==> src/hdl/lbm_pkg.sv <==
// Shared types, constants and a helper function for the LED bar level meter.
package lbm_pkg;

  // Register reset values
  localparam logic [7:0] FLOOR_RESET  = 8'h18;
  localparam logic [4:0] GREEN_RESET  = 5'd15;
  localparam logic [4:0] YELLOW_RESET = 5'd21;

  // Level scaling: level = diff * 23 / 231, done as a multiply by a rounded-up
  // reciprocal and a right shift (exact for every 8-bit diff)
  localparam int SCALE_MUL   = 23;
  localparam int SCALE_DIV   = 231;
  localparam int SCALE_SHIFT = 20;
  localparam int SCALE_RECIP = (((1 << SCALE_SHIFT) + SCALE_DIV - 1) / SCALE_DIV) * SCALE_MUL;
  localparam int PROD_W      = 25;

  localparam logic [4:0] MAX_LEVEL = 5'd23;
  localparam int NUM_BARS          = 24;
  localparam int BARS_PER_GRAPH    = 12;
  localparam int BUF_W             = 48;
  localparam logic [6:0] ADDR_BASE = 7'h70;

  localparam int NUM_CHANNELS_DEF = 7;

  // Field widths
  localparam int CH_W     = 3;
  localparam int SAMPLE_W = 8;
  localparam int LEVEL_W  = 5;
  localparam int ADDR_W   = 7;
  localparam int CFG_IDX_W  = 2;
  localparam int CFG_DATA_W = 8;

  // Configuration register indexes
  typedef enum logic [CFG_IDX_W-1:0] {
    CFG_NOISE_FLOOR  = 2'd0,
    CFG_GREEN_LIMIT  = 2'd1,
    CFG_YELLOW_LIMIT = 2'd2
  } lbm_cfg_idx_t;

  // Scaled sample handed from the input stage to the bar stage
  typedef struct packed {
    logic [CH_W-1:0]    channel;
    logic [LEVEL_W-1:0] level;
  } lbm_item_t;

  // Bit position of the red bit of a bar; the green bit sits 8 higher.
  // Bars 12..23 use the high nibble of the same byte pairs.
  function automatic logic [5:0] red_bit(input logic [4:0] bar);
    logic [3:0] b;
    logic [5:0] nib;
    b   = 4'(bar);
    nib = 6'd0;
    if (bar >= 5'(BARS_PER_GRAPH)) begin
      b   = 4'(bar - 5'(BARS_PER_GRAPH));
      nib = 6'd4;
    end
    return {b[3:2], 4'b0000} + {4'b0000, b[1:0]} + nib;
  endfunction

endpackage

==> src/hdl/lbm_scale.sv <==
// Input stage: takes a sample, drops out-of-range channels, removes the noise floor and scales it to a bar level.
module lbm_scale #(
  parameter int NUM_CHANNELS = lbm_pkg::NUM_CHANNELS_DEF
) (
  input  logic                          clk,
  input  logic                          rst_n,
  input  logic                          in_valid,
  output logic                          in_ready,
  input  logic [lbm_pkg::CH_W-1:0]      in_channel,
  input  logic [lbm_pkg::SAMPLE_W-1:0]  in_raw_sample,
  input  logic [lbm_pkg::SAMPLE_W-1:0]  noise_floor,
  output logic                          item_valid,
  input  logic                          item_ready,
  output lbm_pkg::lbm_item_t            item
);

  logic                           valid_r;
  logic                           valid_nxt;
  lbm_pkg::lbm_item_t             item_r;
  logic [lbm_pkg::SAMPLE_W-1:0]   diff;
  logic [lbm_pkg::PROD_W-1:0]     prod;
  logic [lbm_pkg::LEVEL_W-1:0]    quot;
  logic [lbm_pkg::LEVEL_W-1:0]    level;
  logic                           ch_ok;
  logic                           accept;

  assign in_ready = !valid_r || item_ready;
  assign accept   = in_valid && in_ready;

  // Floor subtraction, clamped at zero, then scale by 23/231 and saturate
  assign diff  = (in_raw_sample > noise_floor) ? in_raw_sample - noise_floor : '0;
  assign prod  = lbm_pkg::PROD_W'(diff) * lbm_pkg::PROD_W'(lbm_pkg::SCALE_RECIP);
  assign quot  = prod[lbm_pkg::PROD_W-1:lbm_pkg::SCALE_SHIFT];
  assign level = (quot > lbm_pkg::MAX_LEVEL) ? lbm_pkg::MAX_LEVEL : quot;

  // Channels beyond the configured count are dropped here
  assign ch_ok = 5'(in_channel) < 5'(NUM_CHANNELS);

  always_comb begin
    valid_nxt = valid_r;
    if (accept) begin
      valid_nxt = ch_ok;
    end else if (item_ready) begin
      valid_nxt = 1'b0;
    end
  end

  always_ff @(posedge clk) begin
    if (!rst_n) begin
      valid_r <= 1'b0;
    end else begin
      valid_r <= valid_nxt;
    end
  end

  always_ff @(posedge clk) begin
    if (accept) begin
      item_r.channel <= in_channel;
      item_r.level   <= level;
    end
  end

  assign item_valid = valid_r;
  assign item       = item_r;

endmodule

==> src/hdl/lbm_bars.sv <==
// Bar stage: per-channel level and bar buffer, rise/decay update and result register.
module lbm_bars #(
  parameter int NUM_CHANNELS = lbm_pkg::NUM_CHANNELS_DEF
) (
  input  logic                          clk,
  input  logic                          rst_n,
  input  logic                          item_valid,
  output logic                          item_ready,
  input  lbm_pkg::lbm_item_t            item,
  input  logic [lbm_pkg::LEVEL_W-1:0]   green_limit,
  input  logic [lbm_pkg::LEVEL_W-1:0]   yellow_limit,
  output logic                          out_valid,
  input  logic                          out_ready,
  output logic [lbm_pkg::CH_W-1:0]      out_channel,
  output logic [lbm_pkg::ADDR_W-1:0]    out_device_address,
  output logic [lbm_pkg::LEVEL_W-1:0]   out_shown_level,
  output logic [lbm_pkg::BUF_W-1:0]     out_display_bytes
);

  localparam int CH_IDX_W = (NUM_CHANNELS > 1) ? $clog2(NUM_CHANNELS) : 1;

  // Per-channel state
  logic [lbm_pkg::LEVEL_W-1:0] lvl_r [NUM_CHANNELS];
  logic [lbm_pkg::BUF_W-1:0]   buf_r [NUM_CHANNELS];

  logic [CH_IDX_W-1:0]         ch_idx;
  logic [lbm_pkg::LEVEL_W-1:0] old_level;
  logic [lbm_pkg::LEVEL_W-1:0] lvl_nxt;
  logic [lbm_pkg::BUF_W-1:0]   buf_nxt;
  logic                        rising;
  logic                        falling;
  logic                        consume;
  logic                        update;

  logic                        out_valid_r;
  logic                        out_valid_nxt;
  logic [lbm_pkg::CH_W-1:0]    out_channel_r;
  logic [lbm_pkg::ADDR_W-1:0]  out_addr_r;
  logic [lbm_pkg::LEVEL_W-1:0] out_level_r;
  logic [lbm_pkg::BUF_W-1:0]   out_bytes_r;

  assign item_ready = !out_valid_r || out_ready;
  assign consume    = item_valid && item_ready;

  assign ch_idx    = CH_IDX_W'(item.channel);
  assign old_level = lvl_r[ch_idx];
  assign rising    = item.level > old_level;
  assign falling   = item.level < old_level;
  assign update    = consume && (rising || falling);
  assign lvl_nxt   = rising ? item.level : old_level - 5'd1;

  // Paint the range old..new on a rise, clear the bar at the old level on decay
  always_comb begin
    logic [4:0] bar;
    logic [5:0] rb;
    buf_nxt = buf_r[ch_idx];
    for (int i = 0; i < lbm_pkg::NUM_BARS; i++) begin
      bar = 5'(i);
      rb  = lbm_pkg::red_bit(bar);
      if (rising && bar >= old_level && bar <= item.level) begin
        buf_nxt[rb]          = bar >= green_limit;
        buf_nxt[6'(rb + 6'd8)] = (bar < green_limit) || (bar < yellow_limit);
      end else if (falling && bar == old_level) begin
        buf_nxt[rb]          = 1'b0;
        buf_nxt[6'(rb + 6'd8)] = 1'b0;
      end
    end
  end

  // Channel state
  always_ff @(posedge clk) begin
    if (!rst_n) begin
      for (int c = 0; c < NUM_CHANNELS; c++) begin
        lvl_r[c] <= '0;
        buf_r[c] <= '0;
      end
    end else if (update) begin
      lvl_r[ch_idx] <= lvl_nxt;
      buf_r[ch_idx] <= buf_nxt;
    end
  end

  // Result register
  always_comb begin
    out_valid_nxt = out_valid_r;
    if (update) begin
      out_valid_nxt = 1'b1;
    end else if (out_ready) begin
      out_valid_nxt = 1'b0;
    end
  end

  always_ff @(posedge clk) begin
    if (!rst_n) begin
      out_valid_r <= 1'b0;
    end else begin
      out_valid_r <= out_valid_nxt;
    end
  end

  always_ff @(posedge clk) begin
    if (update) begin
      out_channel_r <= item.channel;
      out_addr_r    <= lbm_pkg::ADDR_BASE + lbm_pkg::ADDR_W'(item.channel);
      out_level_r   <= lvl_nxt;
      out_bytes_r   <= buf_nxt;
    end
  end

  assign out_valid          = out_valid_r;
  assign out_channel        = out_channel_r;
  assign out_device_address = out_addr_r;
  assign out_shown_level    = out_level_r;
  assign out_display_bytes  = out_bytes_r;

  // Checks
  a_result_follows_change: assert property (@(posedge clk) disable iff (!rst_n)
    update |=> out_valid_r && out_channel_r == $past(item.channel))
    else $error("changed level did not produce a transaction");

  a_level_in_range: assert property (@(posedge clk) disable iff (!rst_n)
    out_valid_r |-> out_level_r <= lbm_pkg::MAX_LEVEL)
    else $error("shown level above maximum");

  a_rise_takes_level: assert property (@(posedge clk) disable iff (!rst_n)
    (update && rising) |=> out_level_r == $past(item.level))
    else $error("rise did not take new level");

  a_decay_one_step: assert property (@(posedge clk) disable iff (!rst_n)
    (update && falling) |=> out_level_r == $past(old_level) - 5'd1)
    else $error("decay did not step down by one");

  a_no_drop_on_stall: assert property (@(posedge clk) disable iff (!rst_n)
    (out_valid_r && !out_ready) |-> !consume)
    else $error("item consumed while result stalled");

endmodule

==> src/hdl/led_bar_level_meter.sv <==
// LED bar level meter: takes one band sample per transaction and emits the updated bar
// display of that channel. Up to one transaction is accepted every clock cycle while
// in_ready is high; a result passes through the input stage register and then the
// result register, which is loaded together with the per-channel state update. Samples
// that leave a channel's level unchanged, or name a channel at or above NUM_CHANNELS,
// produce no result. While a result waits on out_ready, the input stage still holds one
// more sample before in_ready drops. Configuration registers take effect immediately;
// the user must write them only while idle, as the block itself does not enforce this.
module led_bar_level_meter #(
  parameter int NUM_CHANNELS = lbm_pkg::NUM_CHANNELS_DEF
) (
  input  logic                            clk,
  input  logic                            rst_n,
  input  logic                            cfg_we,
  input  logic [lbm_pkg::CFG_IDX_W-1:0]   cfg_index,
  input  logic [lbm_pkg::CFG_DATA_W-1:0]  cfg_data,
  input  logic                            in_valid,
  output logic                            in_ready,
  input  logic [lbm_pkg::CH_W-1:0]        in_channel,
  input  logic [lbm_pkg::SAMPLE_W-1:0]    in_raw_sample,
  output logic                            out_valid,
  input  logic                            out_ready,
  output logic [lbm_pkg::CH_W-1:0]        out_channel,
  output logic [lbm_pkg::ADDR_W-1:0]      out_device_address,
  output logic [lbm_pkg::LEVEL_W-1:0]     out_shown_level,
  output logic [lbm_pkg::BUF_W-1:0]       out_display_bytes
);

  logic [lbm_pkg::SAMPLE_W-1:0] noise_floor_r;
  logic [lbm_pkg::LEVEL_W-1:0]  green_limit_r;
  logic [lbm_pkg::LEVEL_W-1:0]  yellow_limit_r;

  logic                         item_valid;
  logic                         item_ready;
  lbm_pkg::lbm_item_t           item;

  // Configuration registers
  always_ff @(posedge clk) begin
    if (!rst_n) begin
      noise_floor_r  <= lbm_pkg::FLOOR_RESET;
      green_limit_r  <= lbm_pkg::GREEN_RESET;
      yellow_limit_r <= lbm_pkg::YELLOW_RESET;
    end else if (cfg_we) begin
      case (cfg_index)
        lbm_pkg::CFG_NOISE_FLOOR:  noise_floor_r  <= cfg_data;
        lbm_pkg::CFG_GREEN_LIMIT:  green_limit_r  <= cfg_data[lbm_pkg::LEVEL_W-1:0];
        lbm_pkg::CFG_YELLOW_LIMIT: yellow_limit_r <= cfg_data[lbm_pkg::LEVEL_W-1:0];
        default: ;
      endcase
    end
  end

  lbm_scale #(
    .NUM_CHANNELS (NUM_CHANNELS)
  ) u_scale (
    .clk           (clk),
    .rst_n         (rst_n),
    .in_valid      (in_valid),
    .in_ready      (in_ready),
    .in_channel    (in_channel),
    .in_raw_sample (in_raw_sample),
    .noise_floor   (noise_floor_r),
    .item_valid    (item_valid),
    .item_ready    (item_ready),
    .item          (item)
  );

  lbm_bars #(
    .NUM_CHANNELS (NUM_CHANNELS)
  ) u_bars (
    .clk                (clk),
    .rst_n              (rst_n),
    .item_valid         (item_valid),
    .item_ready         (item_ready),
    .item               (item),
    .green_limit        (green_limit_r),
    .yellow_limit       (yellow_limit_r),
    .out_valid          (out_valid),
    .out_ready          (out_ready),
    .out_channel        (out_channel),
    .out_device_address (out_device_address),
    .out_shown_level    (out_shown_level),
    .out_display_bytes  (out_display_bytes)
  );

endmodule
==> config.mk <==
export PLATFORM = sky130hd
export DESIGN_NAME = led_bar_level_meter
export DESIGN_NICKNAME = d
export VERILOG_FILES = /design/src/hdl/lbm_pkg.sv /design/src/hdl/lbm_scale.sv /design/src/hdl/lbm_bars.sv /design/src/hdl/led_bar_level_meter.sv
export SDC_FILE = /design/constraint.sdc
export NUM_CORES = 1
export LEC_CHECK = 0
export BUFFER_PORTS_ARGS = -buffer_cell sky130_fd_sc_hd__buf_2
export CORE_AREA = 10 10 303 305
export CTS_BUF_LIST = sky130_fd_sc_hd__clkbuf_8
export DETAILED_ROUTE_END_ITERATION = 8
export DIE_AREA = 0 0 313 315
export PLACE_DENSITY = 0.45
export SLEW_MARGIN = 20
export SYNTH_ARGS = -nofsm -noshare
export SYNTH_HDL_FRONTEND = slang
export SYNTH_SLANG_ARGS = --single-unit
==> constraint.sdc <==
create_clock -name clk -period 10 [get_ports clk]
set_clock_uncertainty 0.2 [all_clocks]
set_input_delay 1 -clock clk [delete_from_list [all_inputs] [get_ports clk]]
set_output_delay 1 -clock clk [all_outputs]
set_load 0.02 [all_outputs]
* Word-level counts from Yosys, hierarchy flattened
Memories as Yosys holds them, arrays and structs flattened. A register that Yosys moved wholly into a read port is not among the register bits.
Cells that the tools add are included.
** Word-level totals
- Register bits after elaboration :: 91
- Memory bits (writable) :: 371
- Input port bits :: 26
- Output and inout bits :: 65
- Memories :: 2
** Cells by class
- Add/subtract/negate cells :: 3
- Multipliers :: 1
- Order comparisons :: 125
- Equal/unequal tests :: 25
- Multiplexer cells :: 90
- Reduce and logical (&&, ||, !) cells :: 113
** Memories
- u_bars.buf_r :: words 7, width 48, rd ports 1, clocked after memory_dff 1, wr ports 7, RTL line lbm_bars.sv:24 : logic [lbm_pkg::BUF_W-1:0] buf_r [NUM_CHANNELS];
- u_bars.lvl_r :: words 7, width 5, rd ports 1, clocked after memory_dff 1, wr ports 7, RTL line lbm_bars.sv:23 : logic [lbm_pkg::LEVEL_W-1:0] lvl_r [NUM_CHANNELS];
** Operator list (number)
- $mux W48 :: 3
- $mux W47 :: 2
- $mux W46 :: 2
- $mux W45 :: 2
- $ge A4 B5 Y1 const A :: 16
- $ge A5 B5 Y1 const A :: 16
- $lt A4 B5 Y1 const A :: 16
- $lt A5 B5 Y1 const A :: 16
- $logic_and A1 B1 Y1 :: 75
- $mux W32 :: 2
- $mux W31 :: 2
- $mux W30 :: 2
- $mux W1 :: 58
- $mux W29 :: 2
- $reduce_or A48 Y1 :: 1
- $eq A4 B5 Y1 const A :: 8
- $eq A5 B5 Y1 const A :: 8
- $ge A3 B5 Y1 const A :: 8
- $le A4 B5 Y1 const A :: 8
- $le A5 B5 Y1 const A :: 8
- $lt A3 B5 Y1 const A :: 8
- $mux W16 :: 2
- $mux W15 :: 2
- $mux W14 :: 2
- 32 further kinds :: 88

* Depth between registers and ports, before layout
- Depth after elaboration :: 29
- Gate-level depth with buffers :: 27
- Gate-level depth less buffers :: 27

* By module
A second synthesis with hierarchy kept.
** Unflattened totals
- Cell total of the unflattened synthesis :: 1969
- Area, all modules :: 25259.2 sq um
** Modules (own cells, without submodules)
- lbm_bars :: times used 1, cells an instance 1586, area each 21813.4 sq um
- lbm_scale :: times used 1, cells an instance 305, area each 2682.6 sq um
- led_bar_level_meter :: times used 1, cells an instance 78, area each 763.2 sq um

* Worst setup path after synthesis
OpenSTA, ideal clock, no wires.
- Kind :: reg-to-reg
- Start point :: reg with a tool-made name
- End point :: mem u_bars.buf_r[7][0] in the netlist's numbering, enable pin
- Library setup time :: 0.464 ns
- Arrival :: 6.382 ns
- Data required time :: 9.336 ns
- Slack :: 2.954 ns
- Stages on the path, launching flop included :: 15
- Path through :: dfxtp_1 -> buf_4 -> buf_4 -> buf_4 -> mux4_2 -> mux2i_1 -> ha_1 -> nor2b_1 -> o21a_1 -> nor2_1 -> o211ai_1 -> inv_1 -> and2_0 -> nand2_1 -> nor2_1
** RTL lines (RTL line)
- to (decl) :: lbm_bars.sv:24

* Final worst setup path
- Start point :: in in_raw_sample[0] in the netlist's numbering
- End point :: reg u_scale.item_r, in the netlist u_scale.item[2] (data pin)
** On the way
- Cells in the longest elaborated chain, start to end :: 4
** RTL lines
- from (decl) :: RTL line led_bar_level_meter.sv:20 : input logic [lbm_pkg::SAMPLE_W-1:0] in_raw_sample,
- $sub A8 B8 Y8 / $gt A8 B8 Y1 (equally long branches) :: RTL line lbm_scale.sv:31 : assign diff = (in_raw_sample > noise_floor) ? in_raw_sample - noise_floor : '0;
- $mux W8 (*) :: RTL line lbm_scale.sv:31
- $mul A8 B15 Y23 (*) :: RTL line lbm_scale.sv:32 : assign prod = lbm_pkg::PROD_W'(diff) * lbm_pkg::PROD_W'(lbm_pkg::SCALE_RECIP);
- $gt A5 B5 Y1 :: RTL line lbm_scale.sv:34 : assign level = (quot > lbm_pkg::MAX_LEVEL) ? lbm_pkg::MAX_LEVEL : quot;
- to (decl) :: RTL line lbm_scale.sv:19 : lbm_pkg::lbm_item_t item_r;
Mark *: on every way between the ends. The rest lies on a longest branch, timed or not.
A chain may end at the register's enable or synchronous reset.

==> flow_summary.yaml <==
power_and_ir_drop:
  p_int_mw: 4.117
  combPwrFrac: 0.302
  pwr-share-seq: 0.403
  power_frac_clock: 0.295
  vdd_ir_drop_max_mv: 0.1165
  p_switching_mw: 2.246
  leakage_nw: 10.96
  powerDensity_mw_per_mm2: 220.5
  p_sw_frac: 0.3529
timing:
  setup_viol: 0
  rsz0062_at_grt: "no"
  tns_ps: 0
  fmax_ghz: 0.1447
  hold_viol: 0
  fin_ws_ps: 3087
  whs_ps: 254.8
  finalMaxSlewViolations: 0
  slew_headroom: 0.2582
  period_share: 0.6913
  worst_slew_pin_slew_ps: 1113
  min_period_ps: 6913
critical_path:
  crit_path_max_incr_delay_ps: 550
  required_ps: 10230
  critPathKind: "input pin to flip-flop"
  cp-start-kind: "input pin"
  cp_common_cell: "inv_1"
  cp.arrival_ps: 7140
  cp-end-kind: "flip-flop"
  critPathMaxFanout: 8
  slowest_stage: "fa_1"
global_route:
  grt_start_max_net_pins: 65
  grt_pass1_vias: 17600
  grt_pass1_wl_um: 117200
  gr-total-overflow: 0
  antenna_found_initial: 3
  grt_usage: 0.1589
cts:
  cts_resized: 0
  cts_made_buffers: 90
  root_buffer: "clkbuf_8"
  tritoncts: "built"
  clk_pin_slew_ps: 60
  htreeDepth: 3
  clockBufferDepth: 3
  cts_setup_buffers: 0
  cts_hold_buf: 0
  cts_num_sinks: 511
  clk_latency_ps: 720
die:
  fp.dieH_um: 315
  core_area_mm2: 0.08594
  rows: 108
  dieArea_mm2: 0.09860
  ios: 91
  dieWidth_um: 313
  initial_core_util: 0.2961
place:
  dp.cells: 3172
  gp_congestion: 0.8955
  place_ws_ps: 2373
  hpwl_um: 49420
  io_buffers: 86
  dpl_cell_area_mm2: 0.02711
outcome:
  status: "complete, no violations"
logic_synthesis:
  ys_types: 83
  ys_warn_count: 0
  synth.cell_area_mm2: 0.02545
  synthFlopType: "edfxtp_1"
  synthCells: 2022
  postSynthAreaPerCell_um2: 12.59
  ys_seq_area_frac: 0.5731
  synthArstFlopShare: 0
  yosys_register_bits: 511
  synth_edf_count: 435
route:
  wl_per_cell_um: 23.77
  detail-route-antenna-nets: 0
  drt_first_iter_violations: 1412
  via_per_inst: 5.037
  via_count: 16810
  drc: 0
  drt_pass1_iterations: 8
  wl_um: 79310
cells_and_area:
  nets: 2231
  layout-drive-gt1-share: 0.1949
  areaGrowthSynthToFinish_pct: 13.38
  postLayoutCellArea_mm2: 0.02886
  final_cells: 3337
  final_common_cell: "edfxtp_1"
  most-common-layout-cells: "435 x edfxtp_1, 371 x nor2_1, 191 x inv_1, 110 x mux4_2, 104 x clkbuf_8"
flow_run:
  max-cap-violations: 0
hold_path:
  min_path_type: "flip-flop to flip-flop"
-- power by group through the flow --
stage,logic (mW),clock network (mW),registers (mW)
detailed placement,1.92,0,2.61
finish,1.92,1.87,2.57
CTS,1.94,1.93,2.57
global placement,1.91,0,2.61
global route,2.15,2.03,2.58
floorplan,1.33,0,2.58
-- flip-flops by register name, summed over array words and instances, names as in the netlist, named ones only --
register and flops:
green_limit_r 5, noise_floor_r 8, u_bars.buf_r 384, u_bars.lvl_r 40, u_bars.out_device_address 3, u_bars.out_display_bytes 48
u_bars.out_shown_level 5, u_bars.out_valid 1, u_scale.item 8, u_scale.item_valid 1, yellow_limit_r 5
-- cells by family after synthesis --
group | share of synthesized area
fa+ha+maj | 0.05664
compound gates | 0.06657
buf+inv | 0.04415
xor+xnor | 0.004474
flops | 0.5731
simple gates | 0.1177
mux | 0.1371
other cells | 0.0002951
-- cell usage after synthesis (19+ instances only) --
library cell  instances  area, um2
nor2_1              372       1396
a31oi_1              19      118.9
mux2i_1              70      700.7
mux4_2              110       2477
fa_1                 32      640.6
o21ai_0              65      325.3
clkbuf_1             76      285.3
dfxtp_1              76       1521
a21oi_1              55      275.3
nand2_1              76      285.3
buf_4                22      165.2
ha_1                 64      800.8
mux2_2               21      236.5
nand3_1              73      365.4
edfxtp_1            435      13060
inv_1               150      563.0
nor3_1               45      225.2
-- stage by stage --
stage	power, mW	utilization
after floorplan	3.913	-
after global placement	4.521	0.3154
after detailed placement	4.532	0.3155
after CTS	6.444	0.3357
after global routing	6.767	0.3358
final	6.362	0.3358
-- area by class of cell --
class / instances / area, um2
Timing Repair Buffer: 113 / 648.1
Sequential cell: 511 / 14600
Tap cell: 1155 / 1445
Antenna cell: 1 / 2.502
Clock inverter: 60 / 307.8
Inverter: 152 / 574.3
Multi-Input combinational cell: 1241 / 9851
Fill cell: 8644 / 57090
Clock buffer: 104 / 1431
-- layer usage --
| layer | vias up | GRT usage | wire [um] |
|---|---|---|---|
| li1 | 7575 | - | - |
| met1 | 8589 | 0.2022 | 33580 |
| met2 | 518 | 0.2693 | 39130 |
| met3 | 125 | 0.02626 | 4217 |
| met4 | 2 | 0.05900 | 2365 |
| met5 | - | 0 | 10 |
-- worst paths after layout --
| path | from | slack [ps] | endpoint | depth (start not counted) |
|---|---|---|---|---|
| max reg2reg | flip-flop | 3150 | u_bars.buf_r[1][40] | 12 |
| max | in_raw_sample[0] | 3090 | u_scale.item[2] | 26 |
| min | u_bars.buf_r[6][2] | 250 | u_bars.buf_r[6][2] | 2 |
| min reg2reg | u_bars.buf_r[6][2] | 250 | u_bars.buf_r[6][2] | 2 |
-- worst max-delay path: cells and delay by family --
| kind | cells | cell delay (ps) |
|---|---|---|
| fa+ha+maj | 7 | 2730 |
| compound gates | 7 | 1890 |
| simple gates | 4 | 780 |
| buf+inv | 7 | 580 |
| xor+xnor | 1 | 160 |
Note: power is estimated with default switching activity, not from simulation.
